$ cat src/sv/csce_pkg.sv
// Shared types, codes and helpers of the CIGAR soft clip editor.
package csce_pkg;

	localparam int MAX_ENTRIES_DEF = 64;
	localparam int RESULT_CAP      = 64;
	localparam int LEN_W           = 28;
	localparam int SUM_W           = 34;
	localparam int CODE_W          = 4;
	localparam int ENTRY_W         = CODE_W + LEN_W;

	typedef logic [CODE_W-1:0] code_t;

	localparam code_t C_M  = 4'd0;
	localparam code_t C_I  = 4'd1;
	localparam code_t C_D  = 4'd2;
	localparam code_t C_N  = 4'd3;
	localparam code_t C_S  = 4'd4;
	localparam code_t C_H  = 4'd5;
	localparam code_t C_P  = 4'd6;
	localparam code_t C_EQ = 4'd7;
	localparam code_t C_X  = 4'd8;

	// raw operation selectors on the input port
	localparam logic [2:0] SEL_APPEND = 3'd0;
	localparam logic [2:0] SEL_CLIP_R = 3'd1;
	localparam logic [2:0] SEL_CLIP_L = 3'd2;
	localparam logic [2:0] SEL_TRIM   = 3'd3;
	localparam logic [2:0] SEL_CLEAR  = 3'd4;
	localparam logic [2:0] SEL_DUMP   = 3'd5;

	typedef enum logic [2:0] {
		ST_OK,
		ST_AFTER_CLIP,
		ST_BAD_OP,
		ST_TOO_LONG,
		ST_UNSUP,
		ST_FULL
	} status_t;

	typedef enum logic [2:0] {
		OP_APPEND,
		OP_CLIP_R,
		OP_CLIP_L,
		OP_TRIM,
		OP_CLEAR,
		OP_DUMP,
		OP_NOP
	} op_t;

	typedef struct packed {
		op_t              op;
		code_t            code;
		logic             code_ok;
		logic [LEN_W-1:0] len;
	} cmd_t;

	// returns {valid, code}
	function automatic logic [CODE_W:0] char_code(input logic [7:0] ch);
		logic [CODE_W:0] r;
		case (ch)
			8'h4D:   r = {1'b1, C_M};
			8'h49:   r = {1'b1, C_I};
			8'h44:   r = {1'b1, C_D};
			8'h4E:   r = {1'b1, C_N};
			8'h53:   r = {1'b1, C_S};
			8'h48:   r = {1'b1, C_H};
			8'h50:   r = {1'b1, C_P};
			8'h3D:   r = {1'b1, C_EQ};
			8'h58:   r = {1'b1, C_X};
			default: r = {1'b0, C_M};
		endcase
		return r;
	endfunction

endpackage

$ cat src/sv/csce_front.sv
// Front end: accepts input items, decodes operation and operator, registers the command.
module csce_front (
	input  logic                       clk,
	input  logic                       arst_n,
	input  logic                       in_valid,
	output logic                       in_ready,
	input  logic [2:0]                 operation,
	input  logic [7:0]                 op_char,
	input  logic [csce_pkg::LEN_W-1:0] length,
	output logic                       cmd_valid,
	output csce_pkg::cmd_t             cmd,
	input  logic                       cmd_ready
);
	import csce_pkg::*;

	logic valid_s1;
	cmd_t cmd_s1;
	cmd_t dec;

	always_comb begin
		case (operation)
			SEL_APPEND: dec.op = OP_APPEND;
			SEL_CLIP_R: dec.op = OP_CLIP_R;
			SEL_CLIP_L: dec.op = OP_CLIP_L;
			SEL_TRIM:   dec.op = OP_TRIM;
			SEL_CLEAR:  dec.op = OP_CLEAR;
			SEL_DUMP:   dec.op = OP_DUMP;
			default:    dec.op = OP_NOP;
		endcase
		{dec.code_ok, dec.code} = char_code(op_char);
		dec.len = length;
	end

	assign in_ready  = !valid_s1 || cmd_ready;
	assign cmd_valid = valid_s1;
	assign cmd       = cmd_s1;

	always_ff @(posedge clk or negedge arst_n) begin
		if (!arst_n) begin
			valid_s1 <= 1'b0;
		end else if (in_ready) begin
			valid_s1 <= in_valid;
		end
	end

	always_ff @(posedge clk) begin
		if (in_ready && in_valid) begin
			cmd_s1 <= dec;
		end
	end

endmodule

$ cat config.mk
export PLATFORM = sky130hd
export DESIGN_NAME = csce_front
export DESIGN_NICKNAME = d
export VERILOG_FILES = /design/src/sv/csce_pkg.sv /design/src/sv/csce_front.sv
export SDC_FILE = /design/constraint.sdc
export NUM_CORES = 1
export LEC_CHECK = 0
export ABC_CLOCK_PERIOD_IN_PS = 2100
export BUFFER_PORTS_ARGS = -buffer_cell sky130_fd_sc_hd__buf_2
export CORE_MARGIN = 1.5
export CORE_UTILIZATION = 42
export DETAILED_ROUTE_END_ITERATION = 12
export PLACE_DENSITY = 0.85
export SLEW_MARGIN = 30
export SYNTH_ARGS = -nofsm -noshare
export SYNTH_HDL_FRONTEND = slang
export SYNTH_SLANG_ARGS = --single-unit
$ cat constraint.sdc
create_clock -name clk -period 2.1 [get_ports clk]
set_input_delay 0.42 -clock clk [delete_from_list [all_inputs] [get_ports clk]]
set_output_delay 0.42 -clock clk [all_outputs]
set_load 0.02 [all_outputs]
# Word-level counts from Yosys, hierarchy flattened
# Index checks and enable logic that the tools add are counted.
dict set report word_totals {
  register_bits 37
  input_bits 43
  out_inout_bits 38
  elab_cells 25
}
dict set report op_classes {
  n_eq_ne 14
  mux 2
  n_reduce_logical 4
}
# operator count
set op_table {}
lappend op_table {{$eq A8 B7 Y1 const B} 8}
lappend op_table {{$pmux W5 S9} 1}
lappend op_table {{$pmux W3 S6} 1}
lappend op_table {{$eq A8 B6 Y1 const B} 1}
lappend op_table {{$eq A3 B2 Y1 const B} 2}
lappend op_table {{$eq A3 B3 Y1 const B} 2}
lappend op_table {{$eq A3 B1 Y1 const B} 1}
lappend op_table {{$logic_not A3 Y1} 1}
lappend op_table {{$logic_and A1 B1 Y1} 1}
lappend op_table {{$logic_not A1 Y1} 1}
lappend op_table {{$logic_or A1 B1 Y1} 1}

# Logic depth before layout (Yosys ltp)
dict set report depth {
  ltp_word 3
  mapped_depth 4
  mapped_depth_nobuf 3
}

# Worst setup path before layout
# Ideal clock, no wire load.
dict set report synth_timing {
  path_type {register to register}
  from {register valid_s1 (netlist: cmd_valid)}
  to {register cmd_s1 (netlist bit cmd[0]) (enable)}
  setup_ns 0.397
  arrival_ns 1.623
  required_ns 1.703
  slack_ns 0.080
  stages_incl_launch_ff 3
  path_buffers 0
  period_less_slack_ns 2.020
  path_cell_list {dfrtp_1 > nand2b_1 > and2_1}
}
dict set report synth_between {
  elab_chain_cells 3
}
# element line_no
set synth_lines {}
lappend synth_lines {{from (decl)} csce_front.sv:16} ;# logic valid_s1;
lappend synth_lines {{from (signal assigned)} csce_front.sv:42} ;# valid_s1 <= in_valid;
lappend synth_lines {{$logic_not A1 Y1} csce_front.sv:34} ;# assign in_ready = !valid_s1 || cmd_ready;
lappend synth_lines {{$logic_or A1 B1 Y1} csce_front.sv:34}
lappend synth_lines {{via in_ready} csce_front.sv:6} ;# output logic in_ready,
lappend synth_lines {{$logic_and A1 B1 Y1} csce_front.sv:47} ;# if (in_ready && in_valid) begin
lappend synth_lines {{to (signal assigned)} csce_front.sv:48} ;# cmd_s1 <= dec;
lappend synth_lines {{to (decl)} csce_front.sv:17} ;# cmd_t cmd_s1;
# The timed path passes the listed nets, and every way through them passes these cells.
# A chain may end at the register's enable or synchronous reset.

# Final worst setup path
dict set report layout_timing {
  from {register valid_s1 (netlist: cmd_valid)}
  to {output in_ready}
}
dict set report layout_between {
  elab_chain_cells 2
}
# element line_no
set layout_lines {}
lappend layout_lines {{$logic_not A1 Y1} csce_front.sv:34}
lappend layout_lines {{$logic_or A1 B1 Y1} csce_front.sv:34}
lappend layout_lines {{to (decl)} csce_front.sv:6}
# Every way passes these cells.

==> results by group <==
Status
  – Outcome: finished, final reports clean

Synth
  – Syn Nets: 122
  – Post-Syn Instances: 79
  – Yosys warns: 0
  – Register area share after synthesis: 79.4%
  – Syn Area/Cell: 17.6 um^2
  – Post-synth cell types: 29
  – Cell area after synthesis: 1390 um^2
  – Register bit total from synthesis: 37

Hold path
  – Hold Crit Class: input pin to flop

Die
  – I/O Pins: 81
  – Die width: 60.6 um
  – Rows: 20
  – Die height: 60.6 um
  – Initial cell density of the core: 44.9%
  – Die area: 3670 um^2
  – Core ar.: 3100 um^2

Clock tree
  – CTS tree: done
  – Post_cts resized: 0
  – Clock Sinks: 37
  – Post-CTS Setup Inserts: 0
  – Clk Latency, worst-skew pair: 0.33 ns
  – Root Buffer: clkbuf_4
  – H-Tree Depth: 2
  – Clock tree buffer depth: 2
  – Clock slew at reported path FFs: 0.11 ns
  – TritonCTS buffer count: 5

Timing
  – Setup-failing EPs final: 0
  – Achievable Freq: 0.697 GHz
  – Slew Viols, Final: 0
  – Max transition margin: 78.8%
  – Layout Skew: 0.00664 ns
  – Final period util: 68.3%
  – Setup TNS: 0 ns
  – Hold_ws: 0.246 ns
  – Worst Tran Pin Value: 0.313 ns
  – Final hold vios: 0
  – Minimum clock period: 1.43 ns
  – RSZ-0062 raised after global routing: no

Setup path
  – CP Data Arrival Time: 1.01 ns
  – Data required time of the worst path: 1.68 ns
  – Crit Path Max Fanout: 3
  – R2R Setup Slk: 0.80 ns
  – CP Capture Type: output pin
  – WS Path Type: flop to output pin
  – Startpoint class of the critical path: flop

Route
  – Avg WL per Cell: 13.3 um
  – Vias: 991
  – Initial DRC count: 41
  – Vias/cell: 4.76
  – Routed WL: 2770 um
  – Drc violations: 0
  – First-pass DRT Iterations: 4
  – ANT nets after route: 0

Cells and area
  – Nets: 206
  – Area growth syn-to-layout: 36.0%
  – Fillcell total: 262
  – Multi-input logic area: 250 um^2
  – Antenna cells: 0
  – Final Cell Area: 1900 um^2
  – Share of layout cells above drive strength 1: 55.5%
  – Register Area: 1110 um^2

Power and ir drop
  – Final Power: 1.40 mW
  – Power Density: 737 nW/um^2
  – Leak pwr: 0.800 nW
  – VDD IR-drop max: 0.255 mV

GRT
  – Total GRT Usage: 15.8%
  – Grt ovf: 0
  – Global-route wire length before repair: 3910 um
  – Initial antenna violation count: 0
  – Largest net degree at the start of global routing: 26
  – Number of global-route vias before repair: 829

Job
  – Max-cap violations: 0

Placement
  – Post-DP Area: 1830 um^2
  – DPL Wire Length: 2160 um
  – GPL Wtd Cong: 0.800
  – Port Buf Inserts: 80
## synthesized netlist by cell type
library cell	instances	area share (%)
nand2b_1	5	2.2
nor4b_1	1	0.63
inv_1	2	0.54
buf_4	1	0.54
and3b_1	2	1.3
nor4b_2	1	1.1
nor2b_1	2	0.90
a41oi_1	1	0.63
a32oi_1	1	0.63
o311ai_2	1	1.2
o21ai_0	2	0.72
nand4_1	2	0.90
edfxtp_1	36	78
a31oi_1	2	0.90
a21boi_0	1	0.54
or3b_1	1	0.63
and2_1	1	0.45
o221ai_1	1	0.63
nor2_1	3	0.81
nor4_1	1	0.45
nor3b_1	1	0.54
dfrtp_1	1	1.8
buf_2	3	1.1
and4b_1	1	0.72
o31ai_1	1	0.54
nand4b_1	1	0.63
nand3_1	1	0.36
xnor2_1	1	0.63
clkbuf_1	2	0.54
## cells by family (layout without fill, tap and decap cells)
logic type	count (synthesis)	count (layout)	synth area share (%)
and+or+nand+nor	23	23	11.6
AOI/OAI and AO/OA	10	10	5.75
xor gates and xnor gates	1	1	0.628
DFF	37	37	79.4
buffers and inverters	8	93	2.69
## metal layers
metal,share of wire (%),track usage [%],vias up,routed length [um]
met5,0,0,-,0
met4,2.1,8.39,0,59
met3,13,7.46,6,367
met2,51,27.5,64,1410
met1,34,15.5,446,937
li1,-,-,475,-
## worst max-delay path, cell delays in order, from the launching register on
cell	delay [ns]
dfrtp_1	0.39
nand2b_1	0.11
buf_2	0.18
## flip-flops by register name, summed over array words and instances, names as in the netlist
| register | cells |
|---|---|
| cmd | 36 |
| cmd_valid | 1 |
## worst paths after layout
path | end | depth (start not counted) | from
max in group asynchronous | cmd_valid | 2 | arst_n
min in group asynchronous | cmd_valid | 2 | arst_n
worst min register to register | cmd_valid | 2 | cmd_valid
worst max register to register | cmd[25] | 3 | cmd_valid
worst min-delay path | cmd[17] | 1 | length[17]
worst max-delay path | in_ready | 2 | cmd_valid
## area by class of cell
type / instances / area share [%]
well taps: 44 / 2.90
clock buffers: 6 / 2.18
clock inverters: 2 / 0.528
repair buffers: 83 / 22.4
multi-input cells: 34 / 13.2
inverters: 2 / 0.396
flip-flops and latches: 37 / 58.3
## through the flow
stage          util, %  setup slack [ns]  std cells
2_1_floorplan        -            0.0801         79
3_3_place_gp      59.1             0.731        199
3_5_place_dp      59.1             0.658        199
4_1_cts           61.1             0.651        208
5_1_grt           61.1             0.588        208
6_report          61.1             0.666        208
## cell usage in the layout (no fill, tap or decap), types with 2 or more instances in the layout
| cell | instances |
|---|---|
| buf_2 | 80 |
| edfxtp_1 | 36 |
| nand2b_1 | 5 |
| clkbuf_4 | 5 |
| nor2_1 | 3 |
| nor2b_1 | 2 |
| and3b_1 | 2 |
| a31oi_1 | 2 |
| nand4_1 | 2 |
| o21ai_0 | 2 |
| inv_1 | 2 |
| clkinv_2 | 2 |
| buf_4 | 2 |
## report_power, final
group / internal, mW / switching, mW / total, mW
sequential: 0.856 / 0.00841 / 0.864
combinational: 0.0711 / 0.116 / 0.187
clock: 0.127 / 0.218 / 0.346
total: 1.05 / 0.342 / 1.40
## repair_timing
item | 4_1_cts | 5_1_grt
hold buffers | 1 | 0
endpoints found under the setup margin | 0 | 0
endpoints found under the hold margin | 1 | 0
No activity file was read; power rests on OpenSTA's default activity.
