==> src/sv/csce_pkg.sv <==
// Shared types, codes and helpers of the CIGAR soft clip editor.
package csce_pkg;

	localparam int MAX_ENTRIES_DEF = 64;
	localparam int RESULT_CAP      = 64;
	localparam int LEN_W           = 28;
	localparam int SUM_W           = 34;
	localparam int CODE_W          = 4;
	localparam int ENTRY_W         = CODE_W + LEN_W;

	typedef logic [CODE_W-1:0] code_t;

	localparam code_t C_M  = 4'd0;
	localparam code_t C_I  = 4'd1;
	localparam code_t C_D  = 4'd2;
	localparam code_t C_N  = 4'd3;
	localparam code_t C_S  = 4'd4;
	localparam code_t C_H  = 4'd5;
	localparam code_t C_P  = 4'd6;
	localparam code_t C_EQ = 4'd7;
	localparam code_t C_X  = 4'd8;

	// raw operation selectors on the input port
	localparam logic [2:0] SEL_APPEND = 3'd0;
	localparam logic [2:0] SEL_CLIP_R = 3'd1;
	localparam logic [2:0] SEL_CLIP_L = 3'd2;
	localparam logic [2:0] SEL_TRIM   = 3'd3;
	localparam logic [2:0] SEL_CLEAR  = 3'd4;
	localparam logic [2:0] SEL_DUMP   = 3'd5;

	typedef enum logic [2:0] {
		ST_OK,
		ST_AFTER_CLIP,
		ST_BAD_OP,
		ST_TOO_LONG,
		ST_UNSUP,
		ST_FULL
	} status_t;

	typedef enum logic [2:0] {
		OP_APPEND,
		OP_CLIP_R,
		OP_CLIP_L,
		OP_TRIM,
		OP_CLEAR,
		OP_DUMP,
		OP_NOP
	} op_t;

	typedef struct packed {
		op_t              op;
		code_t            code;
		logic             code_ok;
		logic [LEN_W-1:0] len;
	} cmd_t;

	// returns {valid, code}
	function automatic logic [CODE_W:0] char_code(input logic [7:0] ch);
		logic [CODE_W:0] r;
		case (ch)
			8'h4D:   r = {1'b1, C_M};
			8'h49:   r = {1'b1, C_I};
			8'h44:   r = {1'b1, C_D};
			8'h4E:   r = {1'b1, C_N};
			8'h53:   r = {1'b1, C_S};
			8'h48:   r = {1'b1, C_H};
			8'h50:   r = {1'b1, C_P};
			8'h3D:   r = {1'b1, C_EQ};
			8'h58:   r = {1'b1, C_X};
			default: r = {1'b0, C_M};
		endcase
		return r;
	endfunction

endpackage

==> src/sv/csce_queue.sv <==
// Two-entry command queue between front end and back end.
module csce_queue (
	input  logic           clk,
	input  logic           arst_n,
	input  logic           wr_valid,
	output logic           wr_ready,
	input  csce_pkg::cmd_t wr_cmd,
	output logic           rd_valid,
	input  logic           rd_ready,
	output csce_pkg::cmd_t rd_cmd
);
	import csce_pkg::*;

	cmd_t       slot_q [2];
	logic       wr_ptr_q;
	logic       rd_ptr_q;
	logic [1:0] fill_q;
	logic       push;
	logic       pop;

	assign wr_ready = (fill_q != 2'd2);
	assign rd_valid = (fill_q != 2'd0);
	assign rd_cmd   = slot_q[rd_ptr_q];
	assign push     = wr_valid && wr_ready;
	assign pop      = rd_valid && rd_ready;

	always_ff @(posedge clk or negedge arst_n) begin
		if (!arst_n) begin
			wr_ptr_q <= 1'b0;
			rd_ptr_q <= 1'b0;
			fill_q   <= 2'd0;
		end else begin
			if (push) wr_ptr_q <= !wr_ptr_q;
			if (pop) rd_ptr_q <= !rd_ptr_q;
			if (push && !pop) fill_q <= fill_q + 2'd1;
			else if (pop && !push) fill_q <= fill_q - 2'd1;
		end
	end

	always_ff @(posedge clk) begin
		if (push) slot_q[wr_ptr_q] <= wr_cmd;
	end

endmodule

==> config.mk <==
export PLATFORM = sky130hd
export DESIGN_NAME = csce_queue
export DESIGN_NICKNAME = d
export VERILOG_FILES = /design/src/sv/csce_pkg.sv /design/src/sv/csce_queue.sv
export SDC_FILE = /design/constraint.sdc
export NUM_CORES = 1
export LEC_CHECK = 0
export BUFFER_PORTS_ARGS = -buffer_cell sky130_fd_sc_hd__buf_4
export CORE_UTILIZATION = 35
export CTS_BUF_LIST = sky130_fd_sc_hd__clkbuf_8
export DETAILED_ROUTE_END_ITERATION = 10
export GPL_ROUTABILITY_DRIVEN = 0
export PLACE_DENSITY = 0.69
export SYNTH_ARGS = -nofsm -noshare
export SYNTH_HDL_FRONTEND = slang
export SYNTH_SLANG_ARGS = --single-unit
==> constraint.sdc <==
create_clock -name clk -period 2.8 [get_ports clk]
set_clock_uncertainty 0.2 [all_clocks]
set_input_delay 0 -clock clk [delete_from_list [all_inputs] [get_ports clk]]
set_output_delay 0 -clock clk [all_outputs]
set_load 0.02 [all_outputs]
* Word-level counts from Yosys, hierarchy flattened
Memories as Yosys holds them, arrays and structs flattened.
Cells that the tools add are included.
** Cells by class
- Eq/ne operators :: 1
- Reduce and logical (&&, ||, !) cells :: 10
- Multiplexer cells :: 4
- $add $sub $neg :: 2
** Operators with widths (number)
- logical AND 1 bit :: 4
- zero test 1 bit :: 4
- 2-to-1 mux 2 bit :: 2
- nonzero test 2 bit :: 2
- adder 2 x 1 -> 2 bit (second input constant) :: 1
- 2-to-1 mux 1 bit :: 2
- inequality test 2 bit (second input constant) :: 1
- subtractor 2 x 1 -> 2 bit (second input constant) :: 1
** Word-level totals
- Logic and storage cells :: 21
- Output and inout port bits :: 38
- Memories :: 1
- Register bits after elaboration :: 4
- RAM bits :: 72
** Memories
- slot_q :: depth 2, width 36, rd ports 1, clocked after memory_dff 0, wr ports 1, RTL line csce_queue.sv:14 : cmd_t slot_q [2];

* Logic depth before layout (Yosys ltp)
Gate-level depths: netlist of run 1.
- Word-level depth :: 6
- Mapped depth :: 7

* Worst setup path before layout of run 1
OpenSTA, ideal clock, no wires.
- Path type :: reg-to-reg
- From :: register fill_q[0]
- To :: memory slot_q[0][0] in the netlist's numbering, enable pin
- Path slack :: -0.148 ns
- Stages on the path, launching flop included :: 4
- Arrival time :: 2.319 ns
- Cells stage by stage :: dfrtp_1 > nand2b_1 > nand2_1 > nor2_1
** On the way
- Word-level cells in the longest chain between the ends :: 4
** RTL lines
- from (decl) :: RTL line csce_queue.sv:17 : logic [1:0] fill_q;
- from (signal assigned) :: RTL line csce_queue.sv:35 : if (push && !pop) fill_q <= fill_q + 2'd1;
- from (signal assigned) :: RTL line csce_queue.sv:36 : else if (pop && !push) fill_q <= fill_q - 2'd1;
- inequality test 2 bit :: RTL line csce_queue.sv:21 : assign wr_ready = (fill_q != 2'd2);
- net wr_ready :: RTL line csce_queue.sv:6 : output logic wr_ready,
- logical AND 1 bit :: RTL line csce_queue.sv:24 : assign push = wr_valid && wr_ready;
- 2-to-1 mux 1 bit :: RTL line csce_queue.sv:41 : if (push) slot_q[wr_ptr_q] <= wr_cmd;
- 2-to-1 mux 1 bit (implied by the code) :: RTL line csce_queue.sv:41
- to (decl) :: RTL line csce_queue.sv:14
The timed path passes the listed nets, and every way through them passes these cells.

==> impl_metrics.json, run 1 <==
{
  "synth.distinct_cells": 15,
  "antenna_found_initial": 0,
  "cts.htree.levels": 3,
  "cts_made_buffers": 9,
  "critPathRequiredTime_ps": 2600,
  "num_io_pins": 78,
  "yosys-mux-area-fraction_pct": 17.48,
  "wl_met3_um": 402,
  "whs_ps": 177.3,
  "drt_iter0_drc": 53,
  "ys.flop_type": "edfxtp_1",
  "clock_sinks": 76,
  "die_y_um": 93.68,
  "post-route-period-util_pct": 74.82,
  "synth_seq_area_share_pct": 76.90,
  "yosys.area.top_type": "edfxtp_1",
  "num-nets-final": 300,
  "die_width_um": 93.68,
  "max-slew-margin-rel_pct": 60.34,
  "syn-instance-count": 130,
  "dp_slack_ps": 878.9,
  "grt_pass1_wl_um": 8611,
  "drtPass1Iterations": 4,
  "worst_pin_slew_ps": 594.9,
  "synthAdderAreaFrac_pct": 0.4254,
  "synth_simple_gate_area_share_pct": 1.148,
  "path_clk_slew_ps": 80,
  "synth_fp_nets": 171,
  "die_area_mm2": 0.008775,
  "synth_edf_count": 72,
  "syn-cell-area_mm2": 0.002942,
  "slew_violations": 0,
  "synth.top_cells.by_area": "edfxtp_1 (74%), mux2_4 (15%), dfrtp_1 (3.4%)",
  "critical_path_arrival_ps": 1900,
  "critPathSlowestCell": "dfrtp_2",
  "ir_drop_mv": 0.7491,
  "root_buffer": "clkbuf_8",
  "yosysWarnings": 0,
  "route.detailed.drc": 0,
  "leakagePower_nw": 1.723,
  "post_cts_buffers": 0,
  "setup_viol_count_final": 0,
  "cts_tree": "yes",
  "cp-end-kind": "output pin",
  "fin_crit_ps": 2095,
  "synth_most_common_cell": "edfxtp_1",
  "cpPeakStageDelay_ps": 760,
  "maxCapViolations": 0,
  "num_rows": 33,
  "p_total_mw": 4.400,
  "antennaDiodeCount": 0,
  "area_growth_syn_to_layout_pct": 46.19,
  "avgSynthCellArea_um2": 22.63,
  "path_class": "register to output pin",
  "io_buffers": 77,
  "drive_above_1_share_pct": 51.71,
  "rsz0062_at_grt": "no",
  "grt_overflow": 0,
  "grt_pass1_vias": 1800,
  "fin_tns_setup_ps": 0,
  "synth.top_cell.area_share_pct": 73.50,
  "cts_buffer_depth": 2,
  "synth_common_cells": "edfxtp_1 (72), mux2_4 (29), mux2_2 (7)",
  "p_per_area_mw_per_mm2": 1023,
  "synth_top_family_by_area": "multiplexers",
  "ys_async_sr_fraction_pct": 5.263,
  "setup_ws_ps": 704.9,
  "postRouteAntennaNets": 0,
  "fmax_mhz": 477.3,
  "routed.top_layer": "met4",
  "outcome": "finished clean",
  "clk_latency_ps": 340,
  "synth_seq_cells": 76,
  "finalWirelength_um": 5367,
  "core-area_mm2": 0.008175,
  "hold_viol_final": 0,
  "worst_setup_path_start_kind": "register",
  "grt_use_total_pct": 13.60,
  "via_count": 1602,
  "met1_length_um": 2196,
  "synth_xor_area_share_pct": 1.489,
  "initial_core_util_pct": 35.98,
  "synth_compound_area_share_pct": 0,
  "grt_start_max_net_pins": 22,
  "hold_path_class": "primary input to register",
  "critical_path.max_fanout": 19,
  "worstPathCellList": "buf_12 > mux2_2 > buf_4",
  "hpwl_um": 3385,
  "routed_via_density": 4.353,
  "wl_per_cell_um": 14.58,
  "routed-wl-met2_um": 2626
}
flip-flops by register name, indices dropped and copies added, names as in the netlist:
name / count
fill_q: 2
wr_ptr_q: 1
slot_q: 72
rd_ptr_q: 1
report_power, final:
part           internal (mW)  switching [mW]
Clock                  0.680           0.392
Combinational          0.837           0.782
Sequential              1.56           0.151
per-stage QoR:
stage	std cells	instance area (µm²)	util, %
2_1_floorplan	130	2944	-
3_3_place_gp	313	3640	44.52
3_5_place_dp	313	3640	44.52
4_1_cts	368	4300	52.60
5_1_grt	368	4300	52.60
6_report	368	4300	52.60
cells by family (layout without fill, tap and decap cells):
kind of cell	Yosys count	count (layout)
xor gates and xnor gates	5	5
adders and majority gates	1	1
buffers and inverters	5	138
DFF	76	76
muxes	36	36
and+or+nand+nor	7	7
layout make-up:
type                    count  area, µm²
fillers                   685       3875
flip-flops and latches     76       2263
repair buffers            122       1028
multi-input cells          49      613.1
clock inverters             6      136.4
well taps                 105      131.4
clock buffers               9      123.9
inverters                   1      3.754
repair_timing:
action,4_1_cts,5_1_grt
endpoints found under the hold margin,79,0
hold buffers,40,0
gates resized for setup,0,0
layer usage:
metal | vias up | global-route usage, %
li1 | 762 | -
met1 | 754 | 15.02
met2 | 71 | 23.22
met3 | 15 | 4.935
met4 | 0 | 6.538
met5 | - | 0
worst max-delay path: cells and delay by family (launching register included):
family	cells	cell delay, ps
DFF	1	760
buffers and inverters	2	430
muxes	1	360
worst paths after layout:
check	from	end	depth (start not counted)	slack, ps
max in group asynchronous	arst_n	rd_ptr_q	3	1840
min in group asynchronous	arst_n	fill_q[1]	3	360
min reg2reg	fill_q[1]	fill_q[1]	1	290
max reg2reg	fill_q[0]	slot_q[1][35]	3	870
max	rd_ptr_q	rd_cmd[33]	3	700
min	wr_cmd[22]	slot_q[1][22]	2	180
cell usage in the layout (no fill, tap or decap), drive strengths merged:
cell type and n:
clkinvlp 1, nand2 2, clkbuf 9, dlygate4sd3 40, and3 1, dfrtp 4, or2 1, inv 2
bufinv 4, nor2 2, xor2 2, edfxtp 72, xnor2 3, buf 82, ha 1, nand2b 1
mux2 36
No activity file was read; power rests on OpenSTA's default activity.
==> run 2: changes to the inputs <==
--- a/config.mk
+++ b/config.mk
@@ -10,7 +10,7 @@
 export CTS_BUF_LIST = sky130_fd_sc_hd__clkbuf_8
 export DETAILED_ROUTE_END_ITERATION = 10
 export GPL_ROUTABILITY_DRIVEN = 0
-export PLACE_DENSITY = 0.69
+export PLACE_DENSITY = 0.67
 export SYNTH_ARGS = -nofsm -noshare
 export SYNTH_HDL_FRONTEND = slang
 export SYNTH_SLANG_ARGS = --single-unit
==> constraint.sdc (replaced) <==
create_clock -name clk -period 2 [get_ports clk]
set_clock_uncertainty 0.2 [all_clocks]
set_input_delay 0 -clock clk [delete_from_list [all_inputs] [get_ports clk]]
set_output_delay 0 -clock clk [all_outputs]
set_load 0.02 [all_outputs]
==> impl_metrics.json, run 2 (synthesis gave the netlist of run 1 again) <==
{
  "post_cts_buffers": 0,
  "grt_pass1_wl_um": 7562,
  "largest_reg_flops": 72,
  "fin_tns_setup_ps": 0,
  "reg.largest.list": "slot_q (72), fill_q (2)",
  "hpwl_um": 3093,
  "maxCapViolations": 0,
  "path_clk_slew_ps": 90,
  "register_area_mm2": 0.002263,
  "io_buffers": 77,
  "routed_via_density": 4.362,
  "post-route-period-util_pct": 88.89,
  "rsz0062_at_grt": "no",
  "route.detailed.drc": 0,
  "setup_ws_ps": 222.3,
  "leakagePower_nw": 1.696,
  "cts_buffer_depth": 2,
  "cts.htree.levels": 3,
  "clk_latency_ps": 340,
  "num_rows": 33,
  "post_cts_resized": 0,
  "die_area_mm2": 0.008775,
  "grt_start_max_net_pins": 20,
  "initial_core_util_pct": 35.98,
  "slew_violations": 0,
  "clock_sinks": 76,
  "most-common-layout-cells": "buf_4 (83), edfxtp_1 (72), dlygate4sd3_1 (40)",
  "finish.utilization_pct": 51.91,
  "cts_made_buffers": 9,
  "ir_drop_mv": 0.7344,
  "worst_pin_slew_ps": 348.8,
  "critical_path_arrival_ps": 1580,
  "multiInputGateArea_um2": 613.1,
  "hold_viol_final": 0,
  "via_count": 1614,
  "drtPass1Iterations": 4,
  "fill_cells": 692,
  "cts_tree": "yes",
  "largest-register": "slot_q",
  "outcome": "finished clean",
  "drt_iter0_drc": 61,
  "dp_slack_ps": 249.8,
  "critPathRequiredTime_ps": 1800,
  "worst_setup_path_start_kind": "register",
  "core-area_mm2": 0.008175,
  "p_per_area_mw_per_mm2": 1363,
  "num_io_pins": 78,
  "setup_viol_count_final": 0,
  "reg2reg_slack_ps": 220,
  "fmax_mhz": 562.5,
  "cp-end-kind": "output pin",
  "wl_per_cell_um": 13.18,
  "finalWirelength_um": 4877,
  "grt_use_total_pct": 11.84,
  "grt_overflow": 0,
  "die_y_um": 93.68,
  "antenna_found_initial": 0,
  "postRouteAntennaNets": 0,
  "critical_path.max_fanout": 19,
  "antennaDiodeCount": 0,
  "root_buffer": "clkbuf_8",
  "drive_above_1_share_pct": 52.08,
  "placed_cells": 314,
  "layout_commonest_cell": "buf_4",
  "area_growth_syn_to_layout_pct": 44.28,
  "hold_path_class": "primary input to register",
  "grt_pass1_vias": 1644,
  "instances_no_fill": 370,
  "fin_crit_ps": 1778,
  "max-slew-margin-rel_pct": 76.75,
  "path_class": "register to output pin",
  "die_width_um": 93.68,
  "num-nets-final": 301
}
[run 2: repair_timing]
item,CTS,global route
hold buffers,40,0
setup endpoints to repair,0,0
hold endpoints to repair,79,0
[run 2: layout make-up]
cell class,count,share of cell area (%)
well taps,105,3.096
flip-flops and latches,76,53.33
clock inverters,6,1.680
multi-input cells,49,14.45
clock buffers,10,3.243
inverters,1,0.08844
repair buffers,123,24.12
[run 2: metal layers]
metal | wire length [µm] | GRT usage (%)
met3 | 263 | 3.803
met4 | 73 | 5.385
met5 | 0 | 0
met1 | 2058 | 13.35
met2 | 2482 | 20.40
[run 2: final timing paths]
check | start | endpoint | cells after the start
worst max register to register | fill_q[0] | fill_q[1] | 7
worst min-delay path | wr_cmd[34] | slot_q[0][34] | 2
worst min register to register | fill_q[1] | fill_q[1] | 1
min in group asynchronous | arst_n | fill_q[1] | 3
worst max-delay path | rd_ptr_q | rd_cmd[27] | 3
max in group asynchronous | arst_n | rd_ptr_q | 3
[run 2: stage by stage]
stage | cell area, µm² | hold WS [ps] | total power, mW
floorplan | 2950 | -495.6 | 3.923
global placement | 3635 | -401.4 | 4.593
detailed placement | 3635 | -400.4 | 4.615
CTS | 4244 | 165.6 | 5.858
global route | 4244 | 176.3 | 6.067
finish | 4244 | 180.0 | 5.783
[run 2: worst max-delay path: stages (launching register included)]
cell     delay [ps]
dfrtp_2         360
buf_4           330
mux2_2          400
buf_4           160
[run 2: power breakdown]
part | switching [mW] | internal (mW) | total, mW
clock network | 0.550 | 0.618 | 1.17
registers | 0.110 | 2.18 | 2.29
logic | 1.17 | 1.16 | 2.32
total | 1.83 | 3.96 | 5.78
